<file path="src/rtl/core/tmtt_pkg.sv">
package tmtt_pkg;

    localparam int FifoDepth = 4;
    localparam int PtrW      = $clog2(FifoDepth);

    typedef struct packed {
        logic [7:0] char_in;
        logic       doc_end;
    } in_word_t;

    typedef struct packed {
        logic [1:0] event_res;
        logic [1:0] token_kind;
        logic [7:0] data_byte;
        logic       step_last;
    } out_word_t;

    typedef enum logic [2:0] {
        MODE_IDLE   = 3'd0,
        MODE_LT     = 3'd1,
        MODE_STAG   = 3'd2,
        MODE_ETAG   = 3'd3,
        MODE_TEXT   = 3'd4,
        MODE_ENT    = 3'd5,
        MODE_IGNORE = 3'd6
    } mode_t;

    localparam logic [1:0] EV_BYTE    = 2'd0;
    localparam logic [1:0] EV_END     = 2'd1;
    localparam logic [1:0] EV_UNKNOWN = 2'd2;
    localparam logic [1:0] EV_OPEN    = 2'd3;

    localparam logic [1:0] KIND_START = 2'd0;
    localparam logic [1:0] KIND_ENDT  = 2'd1;
    localparam logic [1:0] KIND_TEXT  = 2'd2;

    localparam logic [7:0] CH_LT    = 8'h3C;
    localparam logic [7:0] CH_GT    = 8'h3E;
    localparam logic [7:0] CH_SLASH = 8'h2F;
    localparam logic [7:0] CH_AMP   = 8'h26;
    localparam logic [7:0] CH_SEMI  = 8'h3B;
    localparam logic [7:0] CH_QUOTE = 8'h22;
    localparam logic [7:0] CH_Q     = 8'h71;
    localparam logic [7:0] CH_U     = 8'h75;
    localparam logic [7:0] CH_O     = 8'h6F;
    localparam logic [7:0] CH_T     = 8'h74;
    localparam logic [7:0] CH_G     = 8'h67;
    localparam logic [7:0] CH_L     = 8'h6C;

    localparam logic [2:0] ENT_MAX  = 3'd4;
    localparam logic [2:0] ENT_LONG = 3'd5;

endpackage

</file>
<file path="src/rtl/core/markup_tag_text_tokenizer.sv">
// Markup tokenizer: one character in, zero to two token events out.
// Input channel s_valid/s_ready/s_data carries a word of {char_in, doc_end}.
// Output channel m_valid/m_ready/m_data carries {event_res, token_kind,
// data_byte, step_last}; step_last marks the final event caused by a word.
// Each accepted word is parsed in the cycle it is accepted and its events
// are written into a four-entry output queue; m_data shows the oldest
// queued event. One word per cycle is taken while the queue holds at most
// two events, so words that cause one event or none stream at one per
// cycle; a word causing two events puts two events in the queue, and the
// queue depth sets how far that can run ahead.
// If the receiver stalls, the queue fills and s_ready drops until space
// for two more events is free; nothing is lost or reordered.
// A word with doc_end set flushes the open token and returns the parser to
// idle. Reset (aresetn low, synchronous) empties the queue and puts the
// parser in idle.
module markup_tag_text_tokenizer (
    input  logic                aclk,
    input  logic                aresetn,
    input  logic                s_valid,
    output logic                s_ready,
    input  tmtt_pkg::in_word_t  s_data,
    output logic                m_valid,
    input  logic                m_ready,
    output tmtt_pkg::out_word_t m_data
);
    import tmtt_pkg::*;

    mode_t          mode_reg, mode_next;
    logic [2:0]     ecount_reg, ecount_next;
    logic [7:0]     echars_reg [4];
    logic           ewr_en;

    out_word_t      fifo_reg [FifoDepth];
    logic [PtrW-1:0] wr_ptr_reg, rd_ptr_reg;
    logic [PtrW:0]  count_reg, count_next;

    logic           s_fire, m_fire;
    logic [7:0]     c;

    logic           main_vld, flush_vld;
    out_word_t      main_res, flush_res;
    out_word_t      slot0, slot1;
    logic [1:0]     n_res;
    logic           ent_hit;
    logic [7:0]     ent_byte;

    assign c       = s_data.char_in;
    assign s_ready = (count_reg <= (PtrW+1)'(FifoDepth - 2));
    assign s_fire  = s_valid && s_ready;
    assign m_valid = (count_reg != '0);
    assign m_fire  = m_valid && m_ready;
    assign m_data  = fifo_reg[rd_ptr_reg];

    // entity lookup on the stored name
    always_comb begin
        ent_hit  = 1'b0;
        ent_byte = 8'h00;
        if (ecount_reg == 3'd4 && echars_reg[0] == CH_Q && echars_reg[1] == CH_U &&
            echars_reg[2] == CH_O && echars_reg[3] == CH_T) begin
            ent_hit  = 1'b1;
            ent_byte = CH_QUOTE;
        end else if (ecount_reg == 3'd2 && echars_reg[1] == CH_T) begin
            if (echars_reg[0] == CH_G) begin
                ent_hit  = 1'b1;
                ent_byte = CH_GT;
            end else if (echars_reg[0] == CH_L) begin
                ent_hit  = 1'b1;
                ent_byte = CH_LT;
            end
        end
    end

    always_comb begin
        mode_t tag_mode;
        logic [1:0] tag_kind;
        tag_mode    = mode_reg;
        tag_kind    = KIND_START;
        mode_next   = mode_reg;
        ecount_next = ecount_reg;
        ewr_en      = 1'b0;
        main_vld    = 1'b0;
        main_res    = '{event_res: EV_BYTE, token_kind: KIND_TEXT, data_byte: c,
                        step_last: 1'b0};
        flush_vld   = 1'b0;
        flush_res   = '{event_res: EV_END, token_kind: KIND_TEXT, data_byte: 8'h00,
                        step_last: 1'b0};

        unique case (mode_reg)
            MODE_LT, MODE_STAG, MODE_ETAG: begin
                if (mode_reg == MODE_LT && c == CH_SLASH) begin
                    mode_next = MODE_ETAG;
                end else begin
                    tag_mode = (mode_reg == MODE_ETAG) ? MODE_ETAG : MODE_STAG;
                    tag_kind = (mode_reg == MODE_ETAG) ? KIND_ENDT : KIND_START;
                    main_vld = 1'b1;
                    main_res.token_kind = tag_kind;
                    if (c == CH_GT) begin
                        main_res.event_res = EV_END;
                        main_res.data_byte = 8'h00;
                        mode_next = MODE_IDLE;
                    end else begin
                        mode_next = tag_mode;
                    end
                end
            end
            MODE_TEXT: begin
                if (c == CH_LT) begin
                    main_vld = 1'b1;
                    main_res.event_res = EV_END;
                    main_res.data_byte = 8'h00;
                    mode_next = MODE_LT;
                end else if (c == CH_AMP) begin
                    mode_next   = MODE_ENT;
                    ecount_next = '0;
                end else begin
                    main_vld = 1'b1;
                end
            end
            MODE_ENT: begin
                if (c == CH_SEMI) begin
                    main_vld = 1'b1;
                    if (ent_hit) begin
                        main_res.data_byte = ent_byte;
                        mode_next = MODE_TEXT;
                    end else begin
                        main_res.event_res = EV_UNKNOWN;
                        main_res.data_byte = 8'h00;
                        mode_next = MODE_IGNORE;
                    end
                end else if (ecount_reg < ENT_MAX) begin
                    ewr_en      = 1'b1;
                    ecount_next = ecount_reg + 3'd1;
                end else begin
                    ecount_next = ENT_LONG;
                end
            end
            MODE_IGNORE: begin
            end
            default: begin
                if (c == CH_LT) begin
                    mode_next = MODE_LT;
                end else if (c == CH_AMP) begin
                    mode_next   = MODE_ENT;
                    ecount_next = '0;
                end else begin
                    mode_next = MODE_TEXT;
                    main_vld  = 1'b1;
                end
            end
        endcase

        if (s_data.doc_end) begin
            unique case (mode_next)
                MODE_LT, MODE_STAG: begin
                    flush_vld = 1'b1;
                    flush_res.token_kind = KIND_START;
                end
                MODE_ETAG: begin
                    flush_vld = 1'b1;
                    flush_res.token_kind = KIND_ENDT;
                end
                MODE_TEXT: begin
                    flush_vld = 1'b1;
                end
                MODE_ENT: begin
                    flush_vld = 1'b1;
                    flush_res.event_res = EV_OPEN;
                end
                default: begin
                end
            endcase
            mode_next   = MODE_IDLE;
            ecount_next = '0;
        end
    end

    // pack up to two events, last flag on the final one
    always_comb begin
        slot0 = main_vld ? main_res : flush_res;
        slot1 = flush_res;
        n_res = 2'(main_vld) + 2'(flush_vld);
        slot0.step_last = (n_res == 2'd1);
        slot1.step_last = 1'b1;
    end

    always_comb begin
        count_next = count_reg;
        if (s_fire) begin
            count_next = count_next + (PtrW+1)'(n_res);
        end
        if (m_fire) begin
            count_next = count_next - (PtrW+1)'(1);
        end
    end

    always_ff @(posedge aclk) begin
        if (!aresetn) begin
            mode_reg   <= MODE_IDLE;
            ecount_reg <= '0;
            wr_ptr_reg <= '0;
            rd_ptr_reg <= '0;
            count_reg  <= '0;
        end else begin
            count_reg <= count_next;
            if (s_fire) begin
                mode_reg   <= mode_next;
                ecount_reg <= ecount_next;
                wr_ptr_reg <= wr_ptr_reg + PtrW'(n_res);
            end
            if (m_fire) begin
                rd_ptr_reg <= rd_ptr_reg + PtrW'(1);
            end
        end
    end

    always_ff @(posedge aclk) begin
        if (s_fire && ewr_en) begin
            echars_reg[ecount_reg[1:0]] <= c;
        end
        if (s_fire && n_res != 2'd0) begin
            fifo_reg[wr_ptr_reg] <= slot0;
        end
        if (s_fire && n_res == 2'd2) begin
            fifo_reg[wr_ptr_reg + PtrW'(1)] <= slot1;
        end
    end

endmodule

</file>
<file path="config.mk">
export PLATFORM = sky130hd
export DESIGN_NAME = markup_tag_text_tokenizer
export DESIGN_NICKNAME = d
export VERILOG_FILES = /design/src/rtl/core/tmtt_pkg.sv /design/src/rtl/core/markup_tag_text_tokenizer.sv
export SDC_FILE = /design/constraint.sdc
export NUM_CORES = 1
export LEC_CHECK = 0
export ABC_AREA = 1
export BUFFER_PORTS_ARGS = -buffer_cell sky130_fd_sc_hd__buf_2
export CORE_MARGIN = 2
export CORE_UTILIZATION = 60
export DETAILED_ROUTE_END_ITERATION = 7
export GPL_ROUTABILITY_DRIVEN = 1
export PLACE_DENSITY = 0.77
export SLEW_MARGIN = 20
export SYNTH_ARGS = -nofsm -noshare
export SYNTH_HDL_FRONTEND = slang
export SYNTH_SLANG_ARGS = --single-unit
</file>
<file path="constraint.sdc">
create_clock -name aclk -period 4.1 [get_ports aclk]
set_clock_uncertainty 0.15 [all_clocks]
set_input_delay 0.615 -clock aclk [delete_from_list [all_inputs] [get_ports aclk]]
set_output_delay 0.615 -clock aclk [all_outputs]
set_load 0.005 [all_outputs]
</file>
==> key figures, run 1 <==
Route
  – DRC Markers: 0
  – First-pass DRT Iterations: 7
  – DRT antenna net count: 0
  – Via Count: 3,904
  – Drt wl/cell: around 15 µm
  – Initial DRC count: roughly 280
  – Post-Route WL: roughly 10,000 µm
  – Via density: around 5.6

Floorplan
  – Row Count: 31
  – Chip width: roughly 92 µm
  – Die footprint: around 8400 µm²
  – Initial Util: about 63%
  – Die Y: slightly above 90 µm
  – I/O Pins: 28
  – Core Area: 7331 µm²

Clock tree
  – CTS Buf Count: 9
  – Clk buf depth: 2
  – Clock latency on the worst-skew pair: ~0.37 ns
  – Root Buffer: clkbuf_8
  – Setup bufs post-CTS: 0
  – CTS Sinks: 99
  – # resized after CTS: 0
  – Hold Buf Count CTS: 0
  – # H-tree levels: 3
  – Clk pin slew, worst setup/hold paths: ~0.090 ns
  – CTS tree: built

Run status
  – Status: completed

Final layout
  – Layout cells sized above 1: 12.94%
  – Area Growth Syn to Fin: 9.333%
  – Flip-flop count of the largest register after layout: 52
  – Antenna cells: 0
  – FF/Latch Area: roughly 2400 µm²
  – Final Net Count: 614
  – Fillcell total: roughly 590
  – Footprint of the multi-input gates: approximately 1900 µm²

Synth
  – Most frequent cell after synthesis: nand2_1
  – Ys flop type: dfxtp_1
  – Simple-gate share of the synthesized area: 22.79%
  – Post-Synth XOR/XNOR Area: 0%
  – Avg Inst Size Synth: roughly 8 µm²
  – Post-Synth Adder-Cell Area: ~3.1%
  – Yosys cell types: 30
  – Async S/R FF share, synth: 0%
  – Cell taking the most area after synthesis: edfxtp_1
  – Mapped Area: roughly 4600 µm²
  – Post-synth EDFFs: 44
  – Mux cell area share after synthesis: 0%
  – FF+latch count, synth: roughly 100
  – Syn Nets: between 500 and 600
  – Largest family of logic cells by synthesized area: simple AND/OR/NAND/NOR gates
  – Synth warn: 0
  – Synth top area share: between 20 and 30%
  – Synth top cells by count: nand2_1 (126), nor2_1 (64), inv_1 (56), dfxtp_1 (55), edfxtp_1 (44)
  – Largest cells by area after synthesis: edfxtp_1 (29%), dfxtp_1 (24%), nand2_1 (10%)
  – Synth Area in Compound Gates: about 14%
  – Post-Syn Instances: 560
  – Proportion of synthesized chip area in sequential cells: between 50% and 60%

Global routing
  – First-pass GRT wire length: between 15,000 and 20,000 µm
  – Initial antenna violation count: 0
  – Vias in the first global route: 3,754
  – Overall routing resource usage: a little over a quarter
  – Grt total ovfl: 0
  – Largest net degree at the start of global routing: 28

Placed design
  – HPWL after DPL: approximately 7400 µm
  – Pre-CTS setup slack: approximately 0.097 ns
  – GP Congestion: 0.9143
  – Port Buffers: 27

Timing
  – Worst-Margin Slew: approximately 0.8 ns
  – Highest clock rate: between 200 and 300 MHz
  – Relative slew slack: 45.66%
  – Setup ws final: roughly 0.45 ns
  – RSZ-0062 raised after global routing: no
  – Final worst path period share: between 80 and 90%
  – Post-route setup TNS: 0 ns
  – Final-report hold violation count: 0
  – Setup-failing EPs final: 0
  – Final worst path period need: ~3.6 ns
  – Final Slew Violations: 0

Setup path
  – Critical path launch point type: flip-flop
  – Critical R2R Launch: ecount_reg[0]$_SDFFE_PN0P_
  – CP endpoint kind: flip-flop
  – Critical Path RT: between 4 and 5 ns
  – Crit. Startpoint: ecount_reg[0]$_SDFFE_PN0P_
  – Critical path type: reg -> reg
  – Data arrival, critical path: 3.80 ns
  – Crit path max fanout: 5

Pwr
  – P per Cell Area: just under 600 nW/µm²
  – Leakage power: 2.142 nW
  – Max rail drop VDD: ~0.36 mV

Job
  – Max_cap viols: 0

Worst hold path
  – Min-Delay Path Class: reg -> reg
  – HP Start: fifo_reg[2][1]$_SDFFE_PP0P_
==> cell families after synthesis <==
| family | Yosys count |
|---|---|
| fa+ha+maj | 11 |
| flops | 99 |
| buf+inv | 84 |
| compound gates | 125 |
| simple gates | 241 |
==> report_power, final <==
part	internal (mW)	switching, mW	leakage [nW]
logic	0.351	0.584	1.19
clock network	0.278	0.345	0.102
registers	1.27	0.127	0.852
total	1.90	1.06	2.14
==> stage by stage <==
stage / cells / cell area [µm²] / utilization [%] / hold WS (ns) / power, mW
2_1_floorplan: 560 / 4612 / - / 0.2792 / 2.041
3_3_place_gp: 678 / 4847 / 66.12 / 0.2910 / 2.313
3_5_place_dp: 678 / 4847 / 66.12 / 0.2952 / 2.355
4_1_cts: 694 / 5042 / 68.78 / 0.3099 / 2.959
5_1_grt: 694 / 5042 / 68.78 / 0.3267 / 3.147
6_report: 694 / 5042 / 68.78 / 0.3087 / 2.959
==> area by class of cell <==
cell class | count | area share (%)
Clock buffer | 12 | 3.300
Clock inverter | 4 | 0.5707
Inverter | 71 | 5.285
Sequential cell | 99 | 48.04
Timing Repair Buffer | 32 | 3.424
Multi-Input combinational cell | 377 | 36.92
Tap cell | 99 | 2.457
==> worst max-delay path, cell delays in order, from the launching register on <==
cell     delay [ns]
dfxtp_1        0.35
inv_1          0.11
ha_1           0.18
nand2_1        0.07
nor3_1         0.36
nand2_1        0.10
nand3_1        0.15
nand2_1        0.09
nand2_1        0.07
nand2_1        0.07
inv_2          0.09
nand2_1        0.11
inv_2          0.06
ha_1           0.25
ha_1           0.19
inv_1          0.06
fa_1           0.40
nand2_1        0.07
o21ai_0        0.12
ha_1           0.32
nand2_1        0.07
nand2_1        0.04
a21oi_1        0.11
==> metal layers <==
metal,vias up,GRT usage [%],share of wire [%]
met5,-,0,0
met4,0,8.712,1.6
met3,17,4.684,6.0
met2,114,44.73,49
met1,1851,33.19,44
li1,1922,-,-
==> layout by cell type (no fill, tap or decap) <==
cell type  netlist  final
clkinv_1         3      3
o21ai_1         37     37
nand3_1         25     25
clkbuf_16        0      1
clkinv_2         0      1
nand3b_1         1      1
nor3_2           1      1
nand3_4          1      1
fa_1             1      1
nor2_4           2      2
nor2_1          64     64
inv_1           56     56
a21boi_0         1      1
o21ai_0         37     37
clkinv_4         0      1
nor3_1           4      4
edfxtp_1        44     44
nand3_2          6      6
nand4_1          4      4
o21ai_2          1      1
o22ai_1         21     21
clkbuf_1         8      1
nand4_2          1      1
buf_4            0      5
nand2_2          5      5
dfxtp_1         55     55
inv_6            0      1
a21oi_1         26     26
o2111ai_1        2      2
inv_2           12     12
ha_1            10     10
or2_2            1      1
nand2_1        126    126
clkbuf_8         0     10
inv_4            0      1
buf_2            4     27
==> path summary, 6_finish.rpt <==
| check | cells past startpoint | slack [ns] | endpoint |
|---|---|---|---|
| setup reg to reg | 22 | 0.45 | count_reg[1]$_SDFF_PN0_ |
| hold reg to reg | 2 | 0.31 | fifo_reg[2][1]$_SDFFE_PP0P_ |
| hold / removal | 2 | 0.31 | fifo_reg[2][1]$_SDFFE_PP0P_ |
| setup / recovery | 22 | 0.45 | count_reg[1]$_SDFF_PN0_ |
Note: power is estimated with default switching activity, not from simulation.
==> run 2, diff against run 1 <==
--- a/config.mk
+++ b/config.mk
@@ -8,10 +8,10 @@
 export ABC_AREA = 1
 export BUFFER_PORTS_ARGS = -buffer_cell sky130_fd_sc_hd__buf_2
 export CORE_MARGIN = 2
-export CORE_UTILIZATION = 60
+export CORE_UTILIZATION = 54
 export DETAILED_ROUTE_END_ITERATION = 7
 export GPL_ROUTABILITY_DRIVEN = 1
-export PLACE_DENSITY = 0.77
+export PLACE_DENSITY = 0.73
 export SLEW_MARGIN = 20
 export SYNTH_ARGS = -nofsm -noshare
 export SYNTH_HDL_FRONTEND = slang
==> constraint.sdc (replaced) <==
create_clock -name aclk -period 3.05 [get_ports aclk]
set_clock_uncertainty 0.15 [all_clocks]
set_input_delay 0.4575 -clock aclk [delete_from_list [all_inputs] [get_ports aclk]]
set_output_delay 0.4575 -clock aclk [all_outputs]
set_load 0.005 [all_outputs]
==> run 2 against run 1 <==
Highest routed layer unchanged. Power grew 43%. Critical endpoint unchanged. Largest power group unchanged. First-iteration DRC count grew 6.7%. Largest cell class unchanged. Sequential power grew 35%. The run now ends with negative setup slack left. Core utilization grew 2.8 points.
==> key figures, run 2 (synthesis gave the netlist of run 1 again) <==
Timing
  – Final-report hold violation count: 0
  – Final Slew Violations: 0
  – RSZ-0062 raised after global routing: yes
  – Setup-failing EPs final: 6
  – Setup ws final: -0.1300 ns
  – Highest clock rate: ~310 MHz
  – Post-route setup TNS: -0.5857 ns
  – Worst-Margin Slew: ~0.80 ns
  – Relative slew slack: 46.61%
  – Final worst path period need: about 3.2 ns
  – Final worst path period share: 104.3%

Clock tree
  – Clk pin slew, worst setup/hold paths: 0.10 ns
  – Root Buffer: clkbuf_8
  – CTS Sinks: 99
  – Clk buf depth: 2
  – Hold Buf Count CTS: 0
  – CTS Buf Count: 9
  – # H-tree levels: 3
  – CTS tree: built
  – Clock latency on the worst-skew pair: between 0.3 and 0.4 ns

Setup path
  – Crit path max fanout: 2
  – Critical path launch point type: flip-flop
  – CP max stage cell: edfxtp_1
  – Critical Path RT: roughly 3.2 ns
  – Critical path type: reg -> reg
  – Worst path cell trace: nor3_1 -> nand2_1 -> nand2_2 -> nand2_2 -> nand3_2 -> buf_6 -> nand4_1 -> nand2_2 -> inv_2 -> ha_4 -> ha_4 -> inv_2 -> fa_1 -> nand2_1 -> o21ai_2 -> ha_4 -> nand2_1 -> nand2_1 -> a21oi_2
  – Critical Path Most Common Cell: nand2_1
  – CP endpoint kind: flip-flop
  – Data arrival, critical path: ~3.3 ns
  – Crit-path max cell delay: 0.48 ns
  – Reg2Reg Setup Slack: -0.13 ns

Floorplan
  – Chip width: 96.42 µm
  – Initial Util: a little under three fifths
  – Die Y: between 90 and 100 µm
  – Die footprint: slightly above 9000 µm²
  – Core Area: roughly 8300 µm²
  – I/O Pins: 28
  – Row Count: 33

Placed design
  – HPWL after DPL: a little over 8000 µm
  – Placed cells: roughly 740
  – GP Congestion: approximately 0.94
  – Port Buffers: 27
  – Area after DPL: around 5400 µm²

Final layout
  – Final Net Count: roughly 700
  – Layout cells sized above 1: around 31%
  – Most common cell after layout, fill and taps aside: nand2_1
  – Flip-flop count of the largest register after layout: 52
  – Post-route cell area: between 5000 and 6000 µm²
  – Antenna cells: 0
  – Area Growth Syn to Fin: 28.19%
  – Highest-count cells in the layout ignoring fill and taps: nand2_1 (109), buf_4 (80), nor2_1 (54)
  – Non-filler instance count after layout: just under 800
  – Util after Layout: a little under three quarters

Route
  – DRC Markers: 0
  – Post-Route WL: roughly 12,000 µm
  – First-pass DRT Iterations: 8
  – Initial DRC count: just over 300
  – Drt wl/cell: 15.72 µm
  – DRT antenna net count: 0
  – Via Count: around 4,300
  – Via density: between 5 and 6

Global routing
  – Initial antenna violation count: 0
  – Vias in the first global route: 4,052
  – Grt total ovfl: 0
  – First-pass GRT wire length: between 15,000 and 20,000 µm
  – Overall routing resource usage: around a quarter
  – Largest net degree at the start of global routing: 27

Run status
  – Status: finished, violations left
  – Failing checks: negative setup slack

Pwr
  – Switching part of the total: a little over a third
  – Int Power: 2.692 mW
  – Leakage power: between 2 and 3 nW
  – Clock power share: approximately a fifth
  – Total power: 4.241 mW
  – Sequential Power Share: between 40% and 50%
  – Max rail drop VDD: around 0.59 mV
  – P per Cell Area: between 700 and 800 nW/µm²
  – Logic pwr share: between 30% and 40%
  – P_sw: around 1.5 mW

Worst hold path
  – Min-Delay Path Class: in -> reg

Job
  – Max_cap viols: 0
## run 2: per-stage QoR
stage               hold WS [ns]  setup slack, ns
CTS                       0.2072         -0.02955
global route              0.2404          -0.2933
floorplan                 0.2792         -0.08556
detailed placement        0.2954          -0.4486
global placement          0.2904          -0.3660
finish                    0.2174          -0.1300
## run 2: worst max-delay path: cells and delay by family, from the launching register on
| kind | cells | cell delay (ns) |
|---|---|---|
| buffers and inverters | 3 | 0.17 |
| AOI/OAI and AO/OA | 2 | 0.20 |
| and+or+nand+nor | 10 | 1.05 |
| DFF | 1 | 0.48 |
| adders and majority gates | 4 | 1.10 |
## run 2: worst paths after layout
| check | startpoint | end | cells past startpoint |
|---|---|---|---|
| worst max-delay path | echars_reg[0][0]$_DFFE_PP_ | count_reg[1]$_SDFF_PN0_ | 19 |
| worst min-delay path | m_ready | count_reg[1]$_SDFF_PN0_ | 3 |
| worst min register to register | fifo_reg[1][7]$_SDFFE_PP0P_ | fifo_reg[1][7]$_SDFFE_PP0P_ | 2 |
| worst max register to register | echars_reg[0][0]$_DFFE_PP_ | count_reg[1]$_SDFF_PN0_ | 19 |
## run 2: area by class of cell
type | count | area, µm²
Clock buffer | 11 | 151.4
Clock inverter | 5 | 42.54
Fill cell | 613 | 2346
Inverter | 71 | 271.5
Multi-Input combinational cell | 377 | 2092
Sequential cell | 99 | 2431
Tap cell | 105 | 131.4
Timing Repair Buffer | 112 | 792.0
## run 2: routing by layer
layer  GRT usage, %  routed length, µm  up-vias
li1               -                  -     2081
met1          33.25               4864     2040
met2          46.30               6224      170
met3          4.888                769       42
met4          8.920                403        0
met5              0                  0        -
## run 2: power groups by stage
stage	Sequential [mW]	Combinational [mW]	Clock [mW]
floorplan	1.86	0.902	0
global placement	1.90	1.35	0
detailed placement	1.91	1.40	0
CTS	1.89	1.45	0.820
global route	1.92	1.72	0.876
finish	1.89	1.53	0.819
## run 2: timing repair
action / in CTS / in global routing
buffers inserted: 14 / 9
resized for setup: 15 / 44
pin swaps: 9 / 22
endpoints found under the setup margin: 2 / 23
==> run 3, diff against run 2 <==
--- a/config.mk
+++ b/config.mk
@@ -12,6 +12,7 @@
 export DETAILED_ROUTE_END_ITERATION = 7
 export GPL_ROUTABILITY_DRIVEN = 1
 export PLACE_DENSITY = 0.73
+export SKIP_CTS_REPAIR_TIMING = 1
 export SLEW_MARGIN = 20
 export SYNTH_ARGS = -nofsm -noshare
 export SYNTH_HDL_FRONTEND = slang
==> run 3 against run 2 <==
The flow still finishes with violations (negative setup slack). Setup slack improved by 0.015 ns. Worst hold slack improved by 0.0044 ns. Sequential share of layout area rose by 1.3 points. Combinational power fell by 3%. Wire length fell by 6.8%. Sequential cell count did not move. Core utilization fell by 2.3 points. Power fell by 1.2%. Critical path type unchanged. Largest cell class unchanged. Largest power group unchanged. Highest routed layer unchanged.
==> key figures, run 3 (synthesis gave the netlist of run 1 again) <==
Placed design
  – Area after DPL: roughly 5400 µm²
  – GP Congestion: about 0.94
  – Port Buffers: 27
  – HPWL after DPL: 8100 µm

Floorplan
  – Initial Util: roughly 56%
  – Die Y: approximately 96 µm
  – I/O Pins: 28
  – Row Count: 33
  – Die footprint: between 9000 and 10,000 µm²
  – Core Area: slightly above 8000 µm²
  – Chip width: between 90 and 100 µm

Setup path
  – Critical Path RT: approximately 3.2 ns
  – Bufs and invs on worst path: 4
  – Crit path max fanout: 3
  – Reg2Reg Setup Slack: -0.11 ns
  – Crit-path max cell delay: 0.47 ns
  – Critical path launch point type: flip-flop
  – Cells on worst reg2reg path: 21
  – Critical R2R Launch: echars_reg[0][2]$_DFFE_PP_
  – Delay-heaviest family, CP: adder cells
  – CP max stage cell: fa_1
  – Worst path cell trace: inv_1 -> nand2_1 -> nor2_1 -> nand2_1 -> nor2_2 -> nand3_2 -> nand3_2 -> buf_6 -> nand4_1 -> nand2_2 -> inv_2 -> ha_4 -> ha_4 -> inv_2 -> fa_1 -> nand2_1 -> o21ai_2 -> ha_4 -> nand2_2 -> o21ai_1 -> a21oi_1
  – Reg2Reg Capture Point: count_reg[2]$_SDFF_PN0_
  – Data arrival, critical path: about 3.3 ns
  – CP endpoint kind: flip-flop
  – Critical path type: reg -> reg

Pwr
  – Leakage power: 2.490 nW
  – Switching part of the total: around 36%
  – P per Cell Area: roughly 730 nW/µm²
  – Clock power share: 19.5%
  – Sequential Power Share: 45.1%
  – Total power: roughly 4.2 mW
  – Logic pwr share: a little over a third
  – P_sw: between 1.5 and 2 mW
  – Int Power: 2.683 mW
  – Max rail drop VDD: roughly 0.54 mV

Worst hold path
  – HP Start: m_ready
  – Hold Path End: count_reg[1]$_SDFF_PN0_
  – WHS Path Cells: 3
  – Min-Delay Path Class: in -> reg

Timing
  – Final-report hold violation count: 0
  – Highest clock rate: ~320 MHz
  – Worst-Margin Slew: approximately 0.80 ns
  – Setup-failing EPs final: 2
  – Setup ws final: -0.1150 ns
  – Final worst path period share: 103.8%
  – Worst hold slack: about 0.22 ns
  – Final Slew Violations: 0
  – Final worst path period need: between 3 and 4 ns
  – Relative slew slack: 46.32%
  – RSZ-0062 raised after global routing: yes

Run status
  – Status: finished, violations left
  – Failing checks: negative setup slack

Route
  – Post-Route WL: 11,430 µm
  – DRT antenna net count: 0
  – Via Count: about 4,200
  – DRC Markers: 0
  – Initial DRC count: ~250
  – Via density: roughly 5.5
  – Drt wl/cell: between 10 and 15 µm
  – First-pass DRT Iterations: 5

Final layout
  – Fillcell total: 663
  – Layout cells sized above 1: ~27%
  – Most common cell after layout, fill and taps aside: nand2_1
  – Post-route cell area: 5723 µm²
  – Antenna cells: 0
  – Footprint of the multi-input gates: a little over 2000 µm²
  – Area Growth Syn to Fin: 24.09%
  – Highest-count cells in the layout ignoring fill and taps: nand2_1 (115), buf_4 (70), nor2_1 (58)
  – Util after Layout: about 70%
  – FF/Latch Area: 2426 µm²
  – Flip-flop count of the largest register after layout: between 50 and 60
  – Final Net Count: between 600 and 700

Clock tree
  – CTS Sinks: around 100
  – Root Buffer: clkbuf_8
  – # H-tree levels: 3
  – CTS Buf Count: 9
  – Clock latency on the worst-skew pair: between 0.3 and 0.4 ns
  – CTS tree: built
  – Clk buf depth: 2
  – Clk pin slew, worst setup/hold paths: roughly 0.090 ns

Job
  – Max_cap viols: 0

Global routing
  – Initial antenna violation count: 0
  – Vias in the first global route: 3,900
  – Overall routing resource usage: approximately 26%
  – First-pass GRT wire length: about 18,000 µm
  – Grt total ovfl: 0
  – Largest net degree at the start of global routing: 27
-- run 3: cell types whose count changed in the layout (fill, tap and decap cells not counted), sizes merged --
cell,change
buf,-14
-- run 3: power by group through the flow --
stage               clock (mW)  combinational [mW]  sequential (mW)
floorplan                    0               0.902             1.86
global placement             0                1.35             1.90
detailed placement           0                1.40             1.91
CTS                      0.820                1.41             1.89
global route             0.875                1.68             1.92
finish                   0.816                1.48             1.89
-- run 3: how the worst max path moves through the flow --
stage          slack (ns)                        from                 endpoint  cells past startpoint
4_1_cts             -0.24  ecount_reg[0]$_SDFFE_PN0P_  count_reg[1]$_SDFF_PN0_                     20
2_1_floorplan       -0.09                   s_data[6]  count_reg[1]$_SDFF_PN0_                     23
3_3_place_gp        -0.37                   s_data[5]  count_reg[1]$_SDFF_PN0_                     22
5_1_grt             -0.25    mode_reg[0]$_SDFFE_PN0P_  count_reg[1]$_SDFF_PN0_                     19
6_report            -0.11  echars_reg[0][2]$_DFFE_PP_  count_reg[2]$_SDFF_PN0_                     21
3_5_place_dp        -0.45                   s_data[5]  count_reg[1]$_SDFF_PN0_                     22
-- run 3: routing by layer --
layer	global-route usage (%)	routed length (µm)	vias up
li1	-	-	2051
met5	0	0	-
met1	32.71	4569	1970
met2	43.87	5779	161
met4	8.568	286	0
met3	4.500	795	30
-- run 3: area by class of cell --
| cell class | instances | share of cell area [%] |
|---|---|---|
| clock buffer | 11 | 2.645 |
| clock inverter | 5 | 0.7433 |
| inverter | 71 | 4.744 |
| multi-input combinational | 377 | 35.44 |
| sequential | 99 | 42.39 |
| tap | 105 | 2.296 |
| timing repair buffer | 98 | 11.74 |
-- run 3: worst min-delay path: cells and delay by family --
kind,cells,cell delay [ns]
AO/OA/AOI/OAI,1,0.05
AND/OR/NAND/NOR,1,0.09
buffers and inverters,1,0.10
-- run 3: stage by stage --
stage / setup WS, ns / TNS (ns) / std cells
3_5_place_dp: -0.4486 / -1.208 / 744
2_1_floorplan: -0.08556 / -0.1418 / 560
4_1_cts: -0.2405 / -0.4398 / 760
3_3_place_gp: -0.3660 / -0.7470 / 744
6_report: -0.1150 / -0.2226 / 766
5_1_grt: -0.2450 / -0.5842 / 766
